## src/sv/urldec_pkg.sv

```systemverilog
// Shared types, character constants and hex helper for the URL percent decoder.
package urldec_pkg;

  localparam logic [7:0] CHAR_PCT   = 8'h25;
  localparam logic [7:0] CHAR_QMARK = 8'h3F;
  localparam logic [7:0] CHAR_PLUS  = 8'h2B;
  localparam logic [7:0] CHAR_SPACE = 8'h20;
  localparam logic [7:0] CHAR_UNDER = 8'h5F;
  localparam logic [7:0] CHAR_DEL   = 8'h7F;
  localparam logic [7:0] CTRL_LIMIT = 8'h20;

  localparam int MAX_RESULTS = 3;

  // Up to three result bytes produced by one input item.
  typedef struct packed {
    logic [MAX_RESULTS-1:0][7:0] data;
    logic [1:0]                  cnt;
    logic                        last;
  } group_t;

  // Bit 4 set when the character is not a hex digit.
  function automatic logic [4:0] hex_value(input logic [7:0] c);
    logic [4:0] v;
    if (c >= 8'h30 && c <= 8'h39) begin
      v = {1'b0, 4'(c - 8'h30)};
    end else if (c >= 8'h41 && c <= 8'h46) begin
      v = {1'b0, 4'(c - 8'h37)};
    end else if (c >= 8'h61 && c <= 8'h66) begin
      v = {1'b0, 4'(c - 8'h57)};
    end else begin
      v = 5'h10;
    end
    return v;
  endfunction

endpackage

```

## src/sv/urldec_step.sv

```systemverilog
// Decode state and the per-item decode logic that builds one result group.
module urldec_step (
  input  logic                 clk,
  input  logic                 rst,
  input  logic                 take,
  input  logic [7:0]           in_byte,
  input  logic                 in_eos,
  output urldec_pkg::group_t   group
);
  import urldec_pkg::*;

  logic       in_query, in_query_next;
  logic [1:0] held_count, held_count_next;
  logic [7:0] held_digit, held_digit_next;

  logic [4:0] hv, hd;
  logic       is_hex;
  logic [7:0] dec_byte, pl_byte;
  logic       brk_pct, brk_dig, dec_en, plain_en, pl_emit, fl_pct, fl_dig;
  logic [4:0] slot_en;
  logic [4:0][7:0] slot_val;
  logic [2:0] n;

  always_comb begin
    hv = hex_value(in_byte);
    hd = hex_value(held_digit);
    is_hex = !hv[4];
    dec_byte = {hd[3:0], hv[3:0]};
    if (dec_byte < CTRL_LIMIT || dec_byte == CHAR_DEL) begin
      dec_byte = CHAR_UNDER;
    end

    in_query_next = in_query;
    held_count_next = held_count;
    held_digit_next = held_digit;
    brk_pct = 1'b0;
    brk_dig = 1'b0;
    dec_en = 1'b0;
    plain_en = 1'b0;

    case (held_count)
      2'd1: begin
        if (is_hex) begin
          held_count_next = 2'd2;
          held_digit_next = in_byte;
        end else begin
          held_count_next = 2'd0;
          brk_pct = 1'b1;
          plain_en = 1'b1;
        end
      end
      2'd2: begin
        held_count_next = 2'd0;
        if (is_hex) begin
          dec_en = 1'b1;
        end else begin
          brk_pct = 1'b1;
          brk_dig = 1'b1;
          plain_en = 1'b1;
        end
      end
      default: begin
        held_count_next = 2'd0;
        plain_en = 1'b1;
      end
    endcase

    // Plain byte: '?' opens the query, '+' in the query is a space, '%' starts an escape.
    pl_emit = 1'b0;
    pl_byte = in_byte;
    if (plain_en) begin
      if (in_byte == CHAR_QMARK) begin
        in_query_next = 1'b1;
      end
      if (in_byte == CHAR_PLUS && in_query_next) begin
        pl_byte = CHAR_SPACE;
        pl_emit = 1'b1;
      end else if (in_byte == CHAR_PCT) begin
        held_count_next = 2'd1;
      end else begin
        pl_emit = 1'b1;
      end
    end

    fl_pct = 1'b0;
    fl_dig = 1'b0;
    if (in_eos) begin
      fl_pct = held_count_next == 2'd1 || held_count_next == 2'd2;
      fl_dig = held_count_next == 2'd2;
      held_count_next = 2'd0;
      in_query_next = 1'b0;
    end

    slot_en  = {fl_dig, fl_pct, dec_en | pl_emit, brk_dig, brk_pct};
    slot_val = {held_digit_next, CHAR_PCT, (dec_en ? dec_byte : pl_byte), held_digit,
                CHAR_PCT};

    // Pack the enabled slots in order; anything past the third is dropped.
    group = '0;
    n = 3'd0;
    for (int i = 0; i < 5; i++) begin
      if (slot_en[i] && n < 3'(MAX_RESULTS)) begin
        group.data[n[1:0]] = slot_val[i];
        n = n + 3'd1;
      end
    end
    group.cnt = n[1:0];
    group.last = in_eos;
  end

  always_ff @(posedge clk) begin
    if (rst) begin
      in_query <= 1'b0;
      held_count <= 2'd0;
      held_digit <= 8'd0;
    end else if (take) begin
      in_query <= in_query_next;
      held_count <= held_count_next;
      held_digit <= held_digit_next;
    end
  end

endmodule

```

## src/sv/urldec_outq.sv

```systemverilog
// Result group register that hands its bytes out one item at a time.
module urldec_outq (
  input  logic               clk,
  input  logic               rst,
  input  logic               load,
  input  urldec_pkg::group_t group,
  output logic               free,
  output logic               out_valid,
  input  logic               out_ready,
  output logic [7:0]         out_byte,
  output logic               out_last
);
  import urldec_pkg::*;

  logic [MAX_RESULTS-1:0][7:0] data;
  logic [1:0] rem;
  logic [1:0] pos;
  logic       grp_last;

  assign out_valid = rem != 2'd0;
  assign out_byte  = data[pos];
  assign out_last  = grp_last && rem == 2'd1;
  // The register can take a new group as its final byte leaves.
  assign free      = rem == 2'd0 || (rem == 2'd1 && out_ready);

  always_ff @(posedge clk) begin
    if (rst) begin
      rem <= 2'd0;
      pos <= 2'd0;
    end else if (load) begin
      rem <= group.cnt;
      pos <= 2'd0;
    end else if (out_valid && out_ready) begin
      rem <= rem - 2'd1;
      pos <= pos + 2'd1;
    end
  end

  always_ff @(posedge clk) begin
    if (load) begin
      data <= group.data;
      grp_last <= group.last;
    end
  end

endmodule

```

## src/sv/url_percent_decoder.sv

```systemverilog
// Top level of the streaming URL percent decoder.
//
//   channel  | dir | tdata (low bit up) | tlast
//   s_axis   | in  | in_byte[7:0]       | end_of_string
//   m_axis   | out | out_byte[7:0]      | last
//
// An accepted item waits in the input register, is decoded into a group of
// zero to three result bytes, and those leave one item per cycle unless
// m_axis stalls. One input item per cycle is sustained while each gives at
// most one result and m_axis is ready; more results hold the input until sent.
// Reset is synchronous and clears the query flag, the held escape and both
// registers' valid state. A stall on m_axis backs up into s_axis tready.
module url_percent_decoder (
  input  logic       clk,
  input  logic       rst,
  input  logic       s_axis_tvalid,
  output logic       s_axis_tready,
  input  logic [7:0] s_axis_tdata,   // in_byte[7:0]
  input  logic       s_axis_tlast,
  output logic       m_axis_tvalid,
  input  logic       m_axis_tready,
  output logic [7:0] m_axis_tdata,   // out_byte[7:0]
  output logic       m_axis_tlast
);
  import urldec_pkg::*;

  logic       in_valid;
  logic [7:0] in_byte;
  logic       in_eos;
  logic       free;
  logic       take;
  group_t     group;

  assign take = in_valid && free;
  assign s_axis_tready = !in_valid || take;

  always_ff @(posedge clk) begin
    if (rst) begin
      in_valid <= 1'b0;
    end else if (s_axis_tready) begin
      in_valid <= s_axis_tvalid;
    end
  end

  always_ff @(posedge clk) begin
    if (s_axis_tready && s_axis_tvalid) begin
      in_byte <= s_axis_tdata;
      in_eos  <= s_axis_tlast;
    end
  end

  urldec_step u_step (
    .clk     (clk),
    .rst     (rst),
    .take    (take),
    .in_byte (in_byte),
    .in_eos  (in_eos),
    .group   (group)
  );

  urldec_outq u_outq (
    .clk       (clk),
    .rst       (rst),
    .load      (take),
    .group     (group),
    .free      (free),
    .out_valid (m_axis_tvalid),
    .out_ready (m_axis_tready),
    .out_byte  (m_axis_tdata),
    .out_last  (m_axis_tlast)
  );

endmodule

```

## config.mk

```make
export PLATFORM = sky130hd
export DESIGN_NAME = url_percent_decoder
export DESIGN_NICKNAME = d
export VERILOG_FILES = /design/src/sv/urldec_pkg.sv /design/src/sv/urldec_step.sv /design/src/sv/urldec_outq.sv /design/src/sv/url_percent_decoder.sv
export SDC_FILE = /design/constraint.sdc
export NUM_CORES = 1
export LEC_CHECK = 0
export BUFFER_PORTS_ARGS = -buffer_cell sky130_fd_sc_hd__buf_4
export CORE_MARGIN = 4
export CORE_UTILIZATION = 55
export CTS_BUF_LIST = sky130_fd_sc_hd__clkbuf_2 sky130_fd_sc_hd__clkbuf_4 sky130_fd_sc_hd__clkbuf_8
export DETAILED_ROUTE_END_ITERATION = 7
export GPL_TIMING_DRIVEN = 0
export MAX_ROUTING_LAYER = met4
export PLACE_DENSITY_LB_ADDON = 0.08
export SLEW_MARGIN = 20
export SYNTH_ARGS = -nofsm -noshare
export SYNTH_HDL_FRONTEND = slang
export SYNTH_HIERARCHICAL = 1
export SYNTH_SLANG_ARGS = --single-unit
```

## constraint.sdc

```tcl
create_clock -name clk -period 5.7 [get_ports clk]
set_clock_uncertainty 0.05 [all_clocks]
set_input_delay 1.14 -clock clk [delete_from_list [all_inputs] [get_ports clk]]
set_output_delay 1.14 -clock clk [all_outputs]
set_load 0.01 [all_outputs]
```

Word-level counts from Yosys, hierarchy flattened
Cells that the tools add are included.
- input bits: 13
- register bits after elaboration: 50
- word-level logic and storage cells: 153
- output and inout bits: 11
- reductions and logical operators: 32
- equal/unequal tests: 9
- magnitude comparators: 26
- muxes and demuxes: 58
- add/sub/neg operators: 12
- bitwise logic cells: 4
- operators by type and width (cell ; count):
    $mux 24 ; 4
    $mux 8 ; 11
    $bwmux 24 ; 3
    $demux 8 s2 ; 4
    $ge 8x7->1 const B ; 4
    $le 8x7->1 const B ; 4
    $eq 8x6->1 const B ; 3
    $logic_and 1x1->1 ; 20
    $mux 2 ; 9
    $bmux 8 s2 ; 1
    $ge 8x6->1 const B ; 2
    $le 8x6->1 const B ; 2
    $mux 1 ; 16
    $sub 4x3->4 const B ; 4
    $and 15x15->15 ; 1
    $mux 5 ; 3
    $not 15->15 ; 1
    $lt 2x3->1 const B ; 4
    $mux 4 ; 3
    $lt 3x2->1 const B ; 3
    $mux 3 ; 3
    $or 9x9->9 ; 1
    $eq 8x7->1 const B ; 1
    $lt 8x6->1 const B ; 1
    other kinds (19) ; 33

Depth between registers and ports, before layout
Gate-level depths: netlist of the first run.
- word-level depth: 23
- mapped depth: 16
- depth with buffers taken out: 14

Cells and area by module
Netlist of the first run, hierarchy kept.
- by module, submodules not included (module ; cells an instance ; instances ; area each (µm²) ; sequential area each (µm²)):
    urldec_step ; 294 ; 1 ; 2133.3 ; 220.2
    urldec_outq ; 80 ; 1 ; 1152.4 ; 830.8
    url_percent_decoder ; 15 ; 1 ; 332.8 ; 290.3

Worst setup path after synthesis of the first run
OpenSTA, ideal clock, no wires.
- path type: register to register
- start: register in_byte[0]
- end: register u_outq/data[0] in the netlist's numbering, data pin
- slack: 2.106 ns
- required time: 5.389 ns
- period minus slack after synthesis: 3.594 ns
- library setup time: 0.261 ns
- path buffers: 2
- data arrival time: 3.283 ns
- cell stages (with the launch flop): 15
- cells stage by stage: edfxtp_1 -> clkbuf_8 -> inv_1 -> ha_1 -> nor3b_1 -> nor3_2 -> buf_6 -> nor2_2 -> nand2_1 -> o21ai_0 -> ha_1 -> o22a_2 -> ha_1 -> a21o_2 -> o32a_1
- RTL lines (element ; RTL line ; source):
    start: declaration ; url_percent_decoder.sv:28 ; logic [7:0] in_byte;
    start signal: assignment ; url_percent_decoder.sv:47 ; in_byte <= s_axis_tdata;
    end signal: assignment ; urldec_outq.sv:41 ; data <= group.data;
    end: declaration ; urldec_outq.sv:15 ; logic [MAX_RESULTS-1:0][7:0] data;

==> results of run 1 <==
registers in the layout (all words and copies together) (netlist names), 2 cells and up:
| name | flops |
|---|---|
| u_step/held_digit | 8 |
| u_outq/pos | 2 |
| in_byte | 8 |
| u_outq/data | 24 |
| u_outq/rem | 2 |
| u_step/held_count | 2 |
cells by family after synthesis:
kind of cell / after synthesis / share of synthesized area
buf+inv: 47 / 0.0736
mux: 20 / 0.0553
fa+ha+maj: 16 / 0.0553
simple gates: 130 / 0.200
compound gates: 122 / 0.235
flops: 50 / 0.371
xor+xnor: 4 / 0.00968
report_power, final:
group          internal [mW]  total [mW]  switching [mW]  leakage (nW)
Clock                 0.0888       0.215           0.126        0.0447
Sequential             0.422       0.443          0.0211         0.458
Combinational         0.0876       0.210           0.122          1.03
Total                  0.598       0.868           0.270          1.53
per-stage QoR:
step	utilization	setup WS [ns]	hold slack (ns)	std cells	area [um^2]
2_1_floorplan	-	2.11	0.406	389	3620
3_3_place_gp	0.609	1.65	0.439	489	3890
3_5_place_dp	0.609	1.62	0.441	489	3890
4_1_cts	0.623	1.59	0.452	497	3980
5_1_grt	0.623	1.22	0.485	497	3980
6_report	0.623	1.51	0.455	497	3980
cells in the mapped netlist (5+ instances only):
cell type	instances	area share
a211oi_1	12	0.025
mux2i_1	20	0.055
o21ai_0	20	0.028
edfxtp_1	34	0.28
clkbuf_8	5	0.019
clkbuf_1	11	0.011
and2_1	5	0.0086
inv_1	20	0.021
nand3_1	9	0.012
nor2_1	25	0.026
a21oi_1	28	0.039
nor3_1	7	0.0097
nor2b_1	9	0.016
nand2_1	33	0.034
or3_1	5	0.0086
dfxtp_1	16	0.089
ha_1	16	0.055
worst paths after layout:
path / start / endpoint / slack [ns] / depth (start not counted)
max: in_byte[1]$_DFFE_PP_ / u_outq/data[0]$_DFFE_PP_ / 1.51 / 14
min: in_valid$_SDFFE_PP0P_ / in_valid$_SDFFE_PP0P_ / 0.46 / 2
max reg2reg: in_byte[1]$_DFFE_PP_ / u_outq/data[0]$_DFFE_PP_ / 1.51 / 14
min reg2reg: in_valid$_SDFFE_PP0P_ / in_valid$_SDFFE_PP0P_ / 0.46 / 2
cell type report:
cell class	count	area, um^2
clock buffers	5	68.8
repair buffers	23	173
well taps	77	96.3
fillers	550	2400
clock inverters	3	25.0
inverters	20	75.1
multi-input cells	292	2010
plain buffers	27	191
flip-flops and latches	50	1340
routing by layer:
layer | share of wire | global-route usage
met5 | 0 | -
met4 | 0.023 | 0.0839
met3 | 0.070 | 0.0525
met2 | 0.45 | 0.399
met1 | 0.46 | 0.327
worst min-delay path, cell delays in order, from the launching register on:
cell and delay (ns):
dfxtp_1 0.34, nand2b_4 0.08, a21oi_2 0.05
==> impl_metrics.ini, run 1 <==
[status]
status = finished, final reports clean

[pwr]
p_leak_nw = 1.53
power_uw = 868
power_density_mw_per_mm2 = 218
ir_drop_uv = 139

[routing]
vias = 3113
first_pass_iters = 5
routedWlPerCell_um = 18.3
drt-initial-drc-count = 249
routed_via_density = 6.26
drc_errors = 0
routed_wl_um = 9070
postRouteAntennaNets = 0

[sta]
setup_violations = 0
max_slew_margin = 0.447
setup_tns_ns = 0
clock.fmax_ghz = 0.239
period_share = 0.734
slew_viol_final = 0
worstMarginPinSlew_ns = 0.824
period_needed_ns = 4.19
hold_viol_final = 0
rsz0062_at_grt = false

[clocking]
cts_hold_buf = 0
clockBufferDepth = 2
cts_buffers = 5
postCtsSetupRepairBufs = 0
cts_root_buffer = clkbuf_8
h-tree-depth = 2
path_clk_slew_ns = 0.09
clock-sinks = 50
cts_resized = 0
cts_tree = done
worstSkewPairLatency_ns = 0.31

[finish]
area_growth_pct = 10.0
final_common_cell = edfxtp_1
layout.nets = 448
drive_above_1_share = 0.171
insertedDiodeCount = 0
final_cell_mix = edfxtp_1 (34), nand2_1 (33), a21oi_1 (28)

[critical_path]
required_ns = 5.71
crit_path_frequent_cell = ha_1
cp.arrival_ns = 4.20
path_class = reg -> reg
slowest_delay_ns = 0.52
worstPathBufferInverterCount = 3
cp-end-kind = flop
worstPathCellList = clkbuf_2, inv_1, ha_1, nor3b_1, nor3_2, buf_6, nor2_2, nand2_1, o21ai_0, ha_1, o22a_2, ha_1, a21o_2, o32a_1
worst_path_max_delay_cell = nor3b_1
cp_top_family = compound AO/OA/AOI/OAI gates
start_kind = flop
critical_path.max_fanout = 10

[grt]
grt_pass1_vias = 2964
grt_usage = 0.254
grt_pass1_wl_um = 15000
grt_max_degree = 34
grt_overflow = 0
grt_antenna_before_repair = 0

[die]
die_area_mm2 = 0.00794
ios = 24
die_h_um = 89.1
fp-row-count = 29
coreArea_mm2 = 0.00639
chipWidth_um = 89.1
start_util = 0.567

[synth]
postSynthCellCount = 389
syn-cell-area_mm2 = 0.00362
yosysSeqAreaShare = 0.371
synth_ff_type = edfxtp_1
synth_edf_count = 34
post_synth.cell_area_avg_um2 = 9.30
mappedNetlistNets = 418
yosys_warnings = 6
yosys_register_bits = 50
synth_cell_types = 78
ys_async_sr_fraction = 0

[min_path]
min_path_type = reg -> reg

[placement]
gp_congestion = 0.985
hpwl_um = 6970
io_buffer_count = 23

[run]
maxCapViolCount = 0
No activity file was read; power rests on OpenSTA's default activity.
==> run 2, diff against run 1 <==
- ABC_AREA: default -> 1
- clock period: 5.7 -> 3.7 ns (I/O delays scaled with it)
==> run 2 against run 1 <==
Via count grew 0.51%; global-route usage shrank 0.85 points; flip-flop and latch count is the same; combinational power grew 92%; final cell count grew 19%; fmax grew 28%; register-to-register slack lost 1.1 ns; final area shrank 1.8%; first-iteration DRC count shrank 13%; critical path type unchanged.
==> impl_metrics.ini, run 2 <==
[die]
ios = 24
die_h_um = 88.4
fp-row-count = 29
start_util = 0.563
die_area_mm2 = 0.00781
coreArea_mm2 = 0.00631
chipWidth_um = 88.4

[routing]
drc_errors = 0
routedWlPerCell_um = 14.4
drt-initial-drc-count = 216
routed_wl_um = 8520
first_pass_iters = 5
routed_via_density = 5.29
postRouteAntennaNets = 0
vias = 3129

[finish]
area_growth_pct = 10.1
drive_above_1_share = 0.157
seq_area_mm2 = 0.00134
layout.nets = 543
largestRegisters = u_outq/data: 24 flops, in_byte: 8 flops, u_step/held_digit: 8 flops
final_common_cell = nand2_1
final_cell_mix = nand2_1 (134), inv_1 (63), nand3_1 (44)
insertedDiodeCount = 0
multiInputGateArea_mm2 = 0.00185
top_register = u_outq/data
fillers = 605
largest_reg_flops = 24

[synth]
postSynthCellCount = 484
synth_ff_type = edfxtp_1
yosysMostFrequentCell = nand2_1
syn-cell-area_mm2 = 0.00355
mappedNetlistNets = 513
yosys_register_bits = 50
synth_top_area_frac = 0.287
ys_top_cells_by_count = nand2_1 (134), inv_1 (64), nand3_1 (44), o21ai_0 (42), edfxtp_1 (34)
yosysSeqAreaShare = 0.378
ys_async_sr_fraction = 0
synth_cell_types = 35
yosys_warnings = 6
synth_top_cell_by_area = edfxtp_1
ys_top_cells_by_area = edfxtp_1 (29%), nand2_1 (14%), dfxtp_1 (9.0%)
post_synth.cell_area_avg_um2 = 7.34
synth_edf_count = 34

[critical_path]
crit_path_frequent_cell = nand2_1
cp-end-kind = flop
path_class = reg -> reg
critical_path.max_fanout = 10
worst_path_max_delay_cell = edfxtp_1
start_kind = flop
cp.arrival_ns = 3.28
slowest_delay_ns = 0.46
worstPathCellList = inv_2, ha_1, nor2_1, nand2_1, nand3_4, buf_6, nand4_2, nand2_2, inv_2, nand2_1, nand2_1, inv_1, ha_1, inv_1, nand2_2, nand2_4, inv_1, ha_1, nand3_2, clkinv_1, nand2_1, nand2_1
required_ns = 3.72

[pwr]
p_leak_nw = 1.82
ir_drop_uv = 223
power_density_mw_per_mm2 = 367
power_frac_comb = 0.281
power.switching_uw = 487
power_frac_clock = 0.221
sequentialPowerShare = 0.498
internal_power_uw = 948
power_mw = 1.43
p_sw_frac = 0.339

[grt]
grt_overflow = 0
grt_antenna_before_repair = 0
grt_pass1_wl_um = 14300
grt_pass1_vias = 2888
grt_max_degree = 34
grt_usage = 0.245

[clocking]
cts_buffers = 5
postCtsSetupRepairBufs = 0
clockBufferDepth = 2
cts_root_buffer = clkbuf_8
cts_tree = done
path_clk_slew_ns = 0.09
cts_hold_buf = 0
h-tree-depth = 2
clock-sinks = 50
worstSkewPairLatency_ns = 0.31
cts_resized = 0

[placement]
hpwl_um = 6780
io_buffer_count = 23
gp_congestion = 0.994

[sta]
period_needed_ns = 3.26
clock.fmax_ghz = 0.307
holdWs_ns = 0.434
period_share = 0.881
max_slew_margin = 0.456
setup_violations = 0
worstMarginPinSlew_ns = 0.816
hold_viol_final = 0
slew_viol_final = 0
rsz0062_at_grt = false
setup_tns_ns = 0

[min_path]
min_path_type = reg -> reg

[run]
maxCapViolCount = 0

[status]
status = finished, final reports clean
## run 2: cell count changes in the layout (fill, tap and decap cells not counted), sizes merged, moves of 9 or more
cell,previous run,this run
o21ai,24,58
clkbuf,22,9
nand3,9,51
nand2,35,147
mux2i,20,0
a211oi,12,1
and2,9,0
nor2,26,37
nor2b,10,1
inv,21,74
## run 2: per-layer routing
metal / track usage / part of all wire / vias to the layer above
met1: 0.321 / 0.46 / 1396
met2: 0.398 / 0.48 / 79
met4: 0.0687 / 0.023 / 0
met3: 0.0335 / 0.039 / 14
met5: - / 0 / -
li1: - / - / 1640
## run 2: power groups by stage
stage | registers [mW] | clock network [mW] | logic (mW)
after floorplan | 0.711 | 0 | 0.274
after global placement | 0.727 | 0 | 0.392
after detailed placement | 0.727 | 0 | 0.402
after CTS | 0.714 | 0.330 | 0.403
after global routing | 0.722 | 0.363 | 0.461
final | 0.715 | 0.317 | 0.403
## run 2: worst max-delay path: cells and delay by family (launching register included)
kind,cells,cell delay [ns]
adders and majority gates,3,0.63
buffers and inverters,7,0.66
DFF,1,0.46
and+or+nand+nor,12,1.19
## run 2: path summary, 6_finish.rpt
path                                       end  slack [ns]                          from  cells after the start
setup / recovery      u_outq/data[4]$_DFFE_PP_        0.44          in_byte[0]$_DFFE_PP_                     22
hold / removal    u_step/in_query$_SDFFE_PP0P_        0.43  u_step/in_query$_SDFFE_PP0P_                      2
setup reg to reg      u_outq/data[4]$_DFFE_PP_        0.44          in_byte[0]$_DFFE_PP_                     22
hold reg to reg   u_step/in_query$_SDFFE_PP0P_        0.43  u_step/in_query$_SDFFE_PP0P_                      2
## run 2: logic make-up after synthesis
group,share of synthesized area
buffers and inverters,0.101
AND/OR/NAND/NOR,0.323
AO/OA/AOI/OAI,0.139
flip-flops,0.378
XOR/XNOR,0.00247
adder cells (fa/ha/maj),0.0564
## run 2: per-stage QoR
step	util	std cells	setup slack [ns]	area, um^2
detailed placement	0.605	584	0.447	3820
global route	0.620	592	0.0825	3910
CTS	0.620	592	0.430	3910
floorplan	-	484	0.829	3550
global placement	0.605	584	0.506	3820
finish	0.620	592	0.441	3910
## run 2: area by class of cell
| cell class | count | share of cell area |
|---|---|---|
| multi-input combinational | 349 | 0.473 |
| sequential | 50 | 0.343 |
| inverter | 75 | 0.0739 |
| timing repair buffer | 23 | 0.0441 |
| tap | 77 | 0.0246 |
| buffer | 10 | 0.0182 |
| clock buffer | 5 | 0.0176 |
| clock inverter | 3 | 0.00544 |
